**config.mk**
```make
export PLATFORM = sky130hd
export DESIGN_NAME = lobm_cell
export DESIGN_NICKNAME = d
export VERILOG_FILES = /design/src/lobm_pkg.sv /design/src/lobm_cell.sv
export SDC_FILE = /design/constraint.sdc
export NUM_CORES = 1
export LEC_CHECK = 0
export BUFFER_PORTS_ARGS = -buffer_cell sky130_fd_sc_hd__buf_2
export CORE_MARGIN = 3
export CORE_UTILIZATION = 40
export CTS_BUF_LIST = sky130_fd_sc_hd__clkbuf_16
export DETAILED_ROUTE_END_ITERATION = 7
export GPL_TIMING_DRIVEN = 0
export PLACE_DENSITY = 0.7
export SLEW_MARGIN = 20
export SYNTH_ARGS = -nofsm -noshare
export SYNTH_HDL_FRONTEND = slang
export SYNTH_SLANG_ARGS = --single-unit
export TNS_END_PERCENT = 1
```
**constraint.sdc**
```tcl
create_clock -name clk -period 10.16 [get_ports clk]
set_input_delay 3.048 -clock clk [delete_from_list [all_inputs] [get_ports clk]]
set_output_delay 3.048 -clock clk [all_outputs]
set_load 0.02 [all_outputs]
```
**src/lobm_pkg.sv**
```systemverilog
// lobm_pkg: shared types, codes and sizes for the order book matcher.
// No dependencies.
`timescale 1ns / 1ps
`default_nettype none
package lobm_pkg;
	localparam int BOOK_DEPTH = 32;
	localparam int SLOT_W = $clog2(BOOK_DEPTH);
	localparam int CNT_W = $clog2(BOOK_DEPTH + 1);

	localparam logic [2:0] REQ_LIMIT_BUY   = 3'd0;
	localparam logic [2:0] REQ_LIMIT_SELL  = 3'd1;
	localparam logic [2:0] REQ_MARKET_BUY  = 3'd2;
	localparam logic [2:0] REQ_MARKET_SELL = 3'd3;
	localparam logic [2:0] REQ_CANCEL_BUY  = 3'd4;
	localparam logic [2:0] REQ_CANCEL_SELL = 3'd5;

	localparam logic [2:0] ST_FILLED    = 3'd0;
	localparam logic [2:0] ST_RESTED    = 3'd1;
	localparam logic [2:0] ST_DUPLICATE = 3'd2;
	localparam logic [2:0] ST_DROPPED   = 3'd3;
	localparam logic [2:0] ST_CANCELLED = 3'd4;
	localparam logic [2:0] ST_NOT_FOUND = 3'd5;
	localparam logic [2:0] ST_BOOK_FULL = 3'd6;

	localparam logic SIDE_BUY  = 1'b0;
	localparam logic SIDE_SELL = 1'b1;

	localparam logic [1:0] OP_CLR = 2'd0;
	localparam logic [1:0] OP_QTY = 2'd1;
	localparam logic [1:0] OP_NEW = 2'd2;

	typedef struct packed {
		logic [2:0]  req_type;
		logic [30:0] order_id;
		logic [31:0] price;
		logic [30:0] quantity;
		logic [47:0] arrival_time;
	} req_t;

	typedef struct packed {
		logic        is_status;
		logic [30:0] counter_order_id;
		logic [31:0] trade_price;
		logic [30:0] trade_quantity;
		logic [2:0]  status;
		logic [30:0] remaining_quantity;
		logic        last;
	} res_t;

	typedef struct packed {
		logic [30:0] id;
		logic [31:0] price;
		logic [30:0] qty;
		logic [47:0] time_stamp;
	} entry_t;

	// travels down the row: best entry so far, first id match, first free slot
	typedef struct packed {
		logic              found;
		logic [SLOT_W-1:0] slot;
		entry_t            ent;
		logic              mfound;
		logic [SLOT_W-1:0] mslot;
		logic              ffound;
		logic [SLOT_W-1:0] fslot;
	} tok_t;

	typedef struct packed {
		logic        side;
		logic [30:0] match_id;
	} sweep_t;

	typedef struct packed {
		logic              en;
		logic              side;
		logic [1:0]        op;
		logic [SLOT_W-1:0] slot;
		entry_t            ent;
	} wr_t;
endpackage
`default_nettype wire

```
**src/lobm_cell.sv**
```systemverilog
// lobm_cell: one book slot for each side; ranks itself against the passing token.
// Depends on lobm_pkg.
`timescale 1ns / 1ps
`default_nettype none
module lobm_cell (
	input  wire logic                      clk,
	input  wire logic                      arst_n,
	input  wire logic [lobm_pkg::SLOT_W-1:0] idx,
	input  wire lobm_pkg::sweep_t          sweep,
	input  wire lobm_pkg::wr_t             wr,
	input  wire lobm_pkg::tok_t            tok_in,
	output lobm_pkg::tok_t                 tok_out
);
	logic             vld_q [2];
	lobm_pkg::entry_t ent_q [2];
	lobm_pkg::entry_t own;
	logic             own_v;
	logic             better;
	lobm_pkg::tok_t   tok_d;

	assign own   = ent_q[sweep.side];
	assign own_v = vld_q[sweep.side];

	always_comb begin
		if (own.price != tok_in.ent.price)
			better = (sweep.side == lobm_pkg::SIDE_SELL) ? (own.price < tok_in.ent.price)
			                                             : (own.price > tok_in.ent.price);
		else if (own.qty != tok_in.ent.qty)
			better = own.qty > tok_in.ent.qty;
		else if (own.time_stamp != tok_in.ent.time_stamp)
			better = own.time_stamp < tok_in.ent.time_stamp;
		else
			better = own.id < tok_in.ent.id;
	end

	always_comb begin
		tok_d = tok_in;
		// strict win only, so a tie keeps the lower slot
		if (own_v && (!tok_in.found || better)) begin
			tok_d.found = 1'b1;
			tok_d.slot  = idx;
			tok_d.ent   = own;
		end
		if (own_v && own.id == sweep.match_id && !tok_in.mfound) begin
			tok_d.mfound = 1'b1;
			tok_d.mslot  = idx;
		end
		if (!own_v && !tok_in.ffound) begin
			tok_d.ffound = 1'b1;
			tok_d.fslot  = idx;
		end
	end

	always_ff @(posedge clk) begin
		tok_out <= tok_d;
	end

	always_ff @(posedge clk or negedge arst_n) begin
		if (!arst_n) begin
			vld_q[0] <= 1'b0;
			vld_q[1] <= 1'b0;
		end else if (wr.en && wr.slot == idx) begin
			unique case (wr.op)
				lobm_pkg::OP_CLR: vld_q[wr.side] <= 1'b0;
				lobm_pkg::OP_NEW: vld_q[wr.side] <= 1'b1;
				default: ;
			endcase
		end
	end

	always_ff @(posedge clk) begin
		if (wr.en && wr.slot == idx) begin
			unique case (wr.op)
				lobm_pkg::OP_QTY: ent_q[wr.side].qty <= wr.ent.qty;
				lobm_pkg::OP_NEW: ent_q[wr.side] <= wr.ent;
				default: ;
			endcase
		end
	end
endmodule
`default_nettype wire

```
==> run metrics, run 1 <==
Port Buffers=509; Syn Inst Count=1346; largest net degree at the start of global routing=47; WP buf/inv=7; Final #Nets=2412; CORE AREA=49300 µm²; Finished Layout Cells=2640; final setup skew=16.6 ps; worst path required time=10610 ps; worst-path cell chain=buf_2, buf_6, clkbuf_1, clkbuf_1, clkbuf_1, mux2_2, ha_1, nand4_1, or3_1, nor4_2, o2111ai_1, a21oi_1, a2111oi_2, o41ai_4, buf_6, buf_6, mux2_4; Ys Warns=0; final instance area=25400 µm²; first-pass GRT wire length=82.1 mm; residual DRC count=0; crit path DAT=9020 ps; status=finished clean; H-tree levels=2; Worst-Margin Slew=992 ps; most numerous cell in the Yosys netlist=edfxtp_1; CTS tree=done; Vias/cell=4.92; Achievable Freq=117 MHz; routed len/inst=21.1 µm; hold buffer count at cts=0; power density over the cells=176 nW/µm²; Post-synth EDFFs=284; post-synthesis cell type count=52; Die ar.=52900 µm²; max-slew violations=0; Sw Ratio=24.8%; peak supply drop=0.127 mV; Yosys top cell by area=edfxtp_1; drt initial violations=675; register area share after synthesis=58.7%; Die H=230 µm; Routed WL=55.8 mm; CP max FO=10; io pins=510; Synth top area share=42.5%; CP max-delay cell=clkbuf_1; synth cell count leaders=edfxtp_1 (284), mux2_2 (168), dfxtp_1 (160); sequential fraction of design power=45.6%; CP Capture Type=flop; Yosys reg bits=446; DP Wirelength=44.3 mm; Synth-to-Final Area Change=26.3%; syn_area_per_cell=14.9 µm²; share of cells above drive strength 1=47.0%; Overflow after GRT=0; Hold Crit Class=reg -> reg; First-pass DRT Iterations=7; Final min period=8570 ps; largest stage delay on the critical path=610 ps; Root Driver=clkbuf_16; num rows=81; Clk pwr share=38.7%; Lkg Pwr=0.0111 µW; routability cong.=0.931; Vias=13000; Clock Sink Count=446; maximum clock path buffer count=3; initial core utilization=40.8%; switching power=1100 µW; Post-synth ARST share=0.448%; fillcell total=4238; later-pin clock latency in the skew report=570 ps; max-capacitance violation count=0; Setup Viol. Count Final=0; placed insts=2534; unrepaired setup endpoints after global routing=false; Slew headroom=33.9%; final core occ=51.5%; Reg clk slew, reported paths=60 ps; total power=4460 µW; period utilization=84.3%; ys flop type=edfxtp_1; critical path class=in -> reg; internal power=3350 µW; antenna viol nets, final=0; post-CTS sizing=0; Hold Fails Final Rpt=0; All-Layer GR Usage=20.5%; syn_nets=1837; initial antenna violation count=18; cell family with most CP delay=buffers and inverters; vias in the first global route=14000; Hold Slack=559 ps; die width=230 µm; Placed Instance Area=23700 µm²; Mapped Area=20100 µm²; total CTS buffers=49; post-CTS setup buffers=0; Critical Path Source Type=input pin; top area cells in the synthesized netlist=edfxtp_1 (42%), dfxtp_1 (16%), mux2_4 (9.6%); combinational share of power=15.6%
-- routing by layer --
layer	up-vias	track usage (%)	wire length, µm
met4	12	6.43	1540
met3	98	6.13	4680
met1	6309	24.3	21700
met5	-	0	88
li1	6112	-	-
met2	447	35.9	27800
-- layout by cell type, fill, tap and decap left out, drive strengths merged, types with 2 or more instances in the layout --
cell type and n:
clkinv 12, dfrtp 2, o31ai 2, o21a 2, edfxtp 284, a221oi 6
a211oi 2, or4 2, mux2i 7, ha 141, nor3 8, or3 2
nor2b 2, nand3 18, a21oi 48, nand4 27, nand2b 2, nor2 19
a221o 3, a21o 18, xor2 25, nor4 9, buf 543, bufinv 3
clkbuf 66, diode 15, clkinvlp 3, nor3b 2, xnor2 12, mux2 296
o211ai 4, inv 164, and4 6, dfxtp 160, and2 3, o21ai 14
or2 2, nand2 29
-- sequential cells by signal, summed over array words and instances, names as in the netlist, named ones only --
name and count:
ent_q 284, tok_out 160
-- power by group through the flow --
stage	Sequential (µW)	Combinational, µW	Clock [µW]
finish	2030	697	1720
global route	2040	748	1840
CTS	2030	703	1770
detailed placement	2070	699	0
global placement	2070	685	0
floorplan	2170	335	0
-- area by class of cell --
cell class	instances	area, µm²	area share (%)
inverters	144	541	2.13
multi-input cells	724	7460	29.4
diodes	15	37.5	0.148
well taps	664	831	3.27
repair buffers	524	2790	11.0
flip-flops and latches	446	11800	46.4
clock buffers	53	1330	5.23
clock inverters	38	260	1.03
plain buffers	32	347	1.37
-- per-stage QoR --
stage / setup TNS [ps] / worst slack, ps
5_1_grt: 0 / 1170
2_1_floorplan: 0 / 1110
4_1_cts: 0 / 1260
3_5_place_dp: 0 / 664
6_report: 0 / 1590
3_3_place_gp: -385120 / -3490
-- cell families after synthesis --
kind of cell	share of synthesized area [%]
buffers and inverters	4.42
muxes	19.3
AOI/OAI and AO/OA	3.63
xor gates and xnor gates	1.61
adders and majority gates	8.78
and+or+nand+nor	3.56
DFF	58.7
-- final timing paths --
| path | endpoint | startpoint | cells after the start | slack (ps) |
|---|---|---|---|---|
| min in group asynchronous | async pin | arst_n | 1 | 2250 |
| min reg2reg | flop | flop | 1 | 560 |
| max | tok_out[155] | sweep[31] | 17 | 1590 |
| min | flop | flop | 1 | 560 |
| max reg2reg | tok_out[155] | ent_q[1][34] | 12 | 5930 |
| max in group asynchronous | async pin | arst_n | 1 | 7820 |
Note: power is estimated with default switching activity, not from simulation.
==> run 2: changes to the inputs <==
Settings changed: PLACE_DENSITY 0.7 to 0.72.
Clock period 10.16 ns to 7.7 ns, I/O delays scaled along.
==> run metrics, run 2 (synthesized netlist as in run 1, its figures left out) <==
status=finished clean; Root Driver=clkbuf_16; most common cell after layout, fill and taps aside=buf_2; Sw Ratio=24.7%; hold buffer count at cts=0; internal power=4420 µW; max-slew violations=0; num rows=81; CP Capture Type=flop; Port Buffers=509; Achievable Freq=141 MHz; footprint of the multi-input gates=7450 µm²; Hold Fails Final Rpt=0; Worst-Margin Slew=904 ps; period utilization=92.4%; crit path DAT=7550 ps; total CTS buffers=49; later-pin clock latency in the skew report=570 ps; Final min period=7120 ps; post-CTS setup buffers=0; final setup skew=29.4 ps; Die H=230 µm; FF/Latch Area=11800 µm²; CP max-delay cell=clkbuf_1; routed len/inst=21.1 µm; All-Layer GR Usage=20.3%; initial antenna violation count=19; critical path class=in -> reg; DP Wirelength=43.8 mm; Lkg Pwr=0.0111 µW; First-pass DRT Iterations=5; WP buf/inv=6; Routed WL=55.5 mm; first-pass GRT wire length=81.2 mm; residual DRC count=0; routability cong.=0.990; Vias/cell=4.91; combinational share of power=15.6%; registers with the most flip-flops=ent_q x284, tok_out x160; die width=230 µm; total power=5870 µW; Hold Slack=565 ps; max reg flops=284; largest net degree at the start of global routing=48; Hold Crit Class=reg -> reg; CORE AREA=49300 µm²; maximum clock path buffer count=3; Clk pwr share=38.7%; Reg clk slew, reported paths=60 ps; share of cells above drive strength 1=47.1%; peak supply drop=0.156 mV; Die ar.=52900 µm²; H-tree levels=2; Synth-to-Final Area Change=26.0%; io pins=510; Critical Path Source Type=input pin; Vias=13000; cell family with most CP delay=buffers and inverters; worst path required time=8140 ps; TNS Setup=0 ps; largest stage delay on the critical path=580 ps; Overflow after GRT=0; worst-path cell chain=buf_2, buf_6, clkbuf_2, clkbuf_1, mux2_2, ha_1, nand4_1, or3_1, nor4_2, o2111ai_1, a21oi_1, a2111oi_2, o41ai_4, buf_6, buf_6, mux2_4; Setup Viol. Count Final=0; antenna viol nets, final=0; Final #Nets=2410; max-capacitance violation count=0; switching power=1450 µW; most frequent cells in the layout=buf_2 (512), edfxtp_1 (284), mux2_2 (168); fillcell total=4225; vias in the first global route=13600; sequential fraction of design power=45.7%; Slew headroom=38.0%; post-CTS sizing=3; initial core utilization=40.8%; Biggest register=ent_q; power density over the cells=232 nW/µm²; unrepaired setup endpoints after global routing=false; crit-path most repeated cell=buf_6; CP max FO=19; Clock Sink Count=446; CTS tree=done; drt initial violations=546
## run 2: cell types whose count changed in the layout (fill, tap and decap cells not counted), sizes merged
| cell | delta |
|---|---|
| inv | -6 |
| bufinv | +2 |
| clkinvlp | -1 |
| clkbuf | -4 |
| clkinv | +6 |
| buf | -1 |
## run 2: path summary, 6_finish.rpt
check,startpoint,endpoint,slack (ps),cells after the start
worst max register to register,ent_q[0][31],tok_out[156],3440,12
worst min-delay path,ent_q[1][79],tok_out[91],570,2
worst max-delay path,sweep[31],tok_out[156],580,16
min in group asynchronous,arst_n,async pin,1520,1
worst min register to register,ent_q[1][79],tok_out[91],570,2
max in group asynchronous,arst_n,async pin,6080,1
## run 2: stage by stage
step           instance area (µm²)  worst slack, ps  cells  util, %
2_1_floorplan                20100             1220   1346        -
3_3_place_gp                 23500            -1600   2519     47.6
3_5_place_dp                 23700            -1590   2533     48.1
4_1_cts                      25300              335   2621     51.3
5_1_grt                      25300              332   2634     51.4
6_report                     25300              583   2636     51.4
## run 2: power groups by stage
stage | Combinational, µW | Sequential [µW] | Clock [µW]
2_1_floorplan | 442 | 2860 | 0
3_3_place_gp | 906 | 2730 | 0
3_5_place_dp | 921 | 2730 | 0
4_1_cts | 926 | 2680 | 2330
5_1_grt | 983 | 2690 | 2430
6_report | 918 | 2680 | 2270
## run 2: cell type report
type,instances,share of cell area [%]
plain buffers,31,1.36
well taps,664,3.28
diodes,15,0.148
repair buffers,523,10.9
clock buffers,50,4.94
multi-input cells,724,29.4
inverters,144,2.14
flip-flops and latches,446,46.5
clock inverters,39,1.21
## run 2: layer usage
layer / track usage, % / share of wire (%) / vias to the layer above / wire, µm
met5: 0 / 0.11 / - / 63
met4: 7.95 / 3.2 / 8 / 1780
met3: 5.10 / 6.8 / 109 / 3790
met2: 34.9 / 49 / 443 / 27500
met1: 24.5 / 40 / 6276 / 22400
li1: - / - / 6116 / -
## run 2: worst reg2reg max path, stage by stage, from the launching register on
cell and delay (ps):
edfxtp_1 360, mux2_2 280, ha_1 330, nand4_1 150, or3_1 400, nor4_2 570
o2111ai_1 220, a21oi_1 310, a2111oi_2 140, o41ai_4 480, buf_6 260, buf_6 280
mux2_4 370
==> run 3: changes to the inputs <==
Settings changed: ABC_AREA from default to 1, CELL_PAD_IN_SITES_DETAIL_PLACEMENT from default to 1, CELL_PAD_IN_SITES_GLOBAL_PLACEMENT from default to 1, CORE_UTILIZATION 40 to 36, PLACE_DENSITY 0.72 to 0.83, SLEW_MARGIN 20 to default.
==> run metrics, run 3 <==
All-Layer GR Usage=24.5%; peak supply drop=0.172 mV; critical path class=in -> reg; Setup Viol. Count Final=0; most common cell after layout, fill and taps aside=nand2_1; Post-synth EDFFs=284; Mapped Area=20300 µm²; Synth-to-Final Area Change=26.9%; Die ar.=59100 µm²; Synth top area share=42.1%; fillcell total=6528; initial antenna violation count=40; CTS tree=done; CP max-delay cell=clkbuf_1; r2r setup slk=4310 ps; Hold Crit Class=reg -> reg; max-slew violations=0; maximum clock path buffer count=3; antenna viol nets, final=0; most frequent cells in the layout=nand2_1 (894), buf_2 (523), edfxtp_1 (284); Port Buffers=508; Critical Path Source Type=input pin; worst-path cell chain=buf_4, inv_4, buf_4, clkbuf_1, clkbuf_1, nand2_1, nand2_1, ha_1, nand2_1, nor2_1, nand2_1, nor2_2, nand3_1, nand2_1, nor2_1, nand3_1, nand3_1, nand2_1, nand3_2, nand2_2, buf_6, buf_6, nand2_1, nand2_1; crit-path most repeated cell=nand2_1; max-capacitance violation count=0; Worst path depth=24; total CTS buffers=49; initial core utilization=36.6%; worst path required time=8210 ps; largest stage delay on the critical path=740 ps; Clock Sink Count=446; synth cell count leaders=nand2_1 (894), edfxtp_1 (284), inv_1 (200); Syn Inst Count=2167; ys flop type=edfxtp_1; H-tree levels=2; num rows=86; routed len/inst=21.1 µm; Lkg Pwr=0.0126 µW; Worst-Margin Slew=1020 ps; First-pass DRT Iterations=5; reg2reg path depth=19; crit path from=sweep[31]; Overflow after GRT=0; Post-synth ARST share=0.448%; max reg flops=284; first-pass GRT wire length=110 mm; post-CTS setup buffers=0; FF/Latch Area=11800 µm²; vias in the first global route=18900; registers with the most flip-flops=ent_q x284, tok_out x160; WP buf/inv=7; Slew headroom=31.8%; Placed Instance Area=24100 µm²; die width=243 µm; Hold Fails Final Rpt=0; share of cells above drive strength 1=23.2%; crit path DAT=7090 ps; power density over the cells=233 nW/µm²; final setup skew=30.2 ps; top area cells in the synthesized netlist=edfxtp_1 (42%), nand2_1 (17%), dfxtp_1 (16%); post-synthesis cell type count=37; cell family with most CP delay=buffers and inverters; CP max FO=10; Vias=17400; Yosys reg bits=446; Biggest register=ent_q; DP Wirelength=58.9 mm; io pins=510; reg-to-reg startpoint=ent_q[0][47]; period utilization=85.5%; Final min period=6580 ps; fin worst setup slack=1120 ps; residual DRC count=0; Ys Warns=0; drt initial violations=767; most numerous cell in the Yosys netlist=nand2_1; reg2reg end=tok_out[79]; hold buffer count at cts=0; CP Capture Type=flop; Routed WL=74.7 mm; later-pin clock latency in the skew report=600 ps; register area share after synthesis=58.2%; Root Driver=clkbuf_16; syn_area_per_cell=9.35 µm²; CORE AREA=55400 µm²; Final #Nets=3229; total power=5980 µW; Place WS=266 ps; Vias/cell=4.89; CP Capture Point=tok_out[79]; footprint of the multi-input gates=7300 µm²; unrepaired setup endpoints after global routing=false; Reg clk slew, reported paths=60 ps; Achievable Freq=152 MHz; status=finished clean; routability cong.=0.923; Die H=243 µm; syn_nets=2658; final instance area=25700 µm²; post-CTS sizing=0; largest net degree at the start of global routing=27; Yosys top cell by area=edfxtp_1
## run 3: logic make-up after synthesis
| family | share of synthesized area [%] |
|---|---|
| AO/OA/AOI/OAI | 3.35 |
| AND/OR/NAND/NOR | 23.0 |
| adder cells (fa/ha/maj) | 8.71 |
| multiplexers | 0.111 |
| XOR/XNOR | 0.692 |
| flip-flops | 58.2 |
| buffers and inverters | 5.96 |
## run 3: worst min path at each step
stage / slack (ps) / to / startpoint / cells after the start
after floorplan: 450 / flop / flop / 2
after global placement: 480 / flop / flop / 2
after detailed placement: 500 / flop / flop / 2
after CTS: 520 / flop / flop / 2
after global routing: 570 / flop / flop / 2
final: 520 / flop / flop / 2
## run 3: worst min-delay path: cells and delay by family, from the launching register on
| kind | cells | cell delay, ps |
|---|---|---|
| simple gates | 1 | 50 |
| compound gates | 1 | 80 |
| flops | 1 | 340 |
## run 3: per-layer routing
layer  share of wire, %  global-route usage (%)  vias to the layer above
met5               0.29                       0                        -
met4                3.1                    8.44                       34
met3                7.2                    7.27                      159
met2                 50                    44.1                      515
met1                 39                    27.6                     8401
li1                   -                       -                     8259
## run 3: where the power goes
group / total, µW / switching [µW] / internal (µW)
sequential: 2690 / 37.6 / 2650
combinational: 956 / 640 / 316
clock: 2330 / 1000 / 1330
total: 5980 / 1680 / 4300
## run 3: final cells by class
class / instances / share of cell area (%)
tap: 748 / 3.64
buffer: 79 / 1.75
inverter: 201 / 2.95
clock inverter: 43 / 1.34
antenna: 23 / 0.224
sequential: 446 / 45.8
clock buffer: 49 / 4.77
timing repair buffer: 520 / 11.1
multi-input combinational: 1441 / 28.4
## run 3: metrics by stage
stage	std cells	util, %	setup TNS (ps)	hold slack [ps]
final	3550	46.4	0	518
after floorplan	2167	-	-72060	453
after CTS	3527	46.3	0	516
after detailed placement	3435	43.4	0	499
after global routing	3542	46.3	0	573
after global placement	3423	42.8	-620710	478
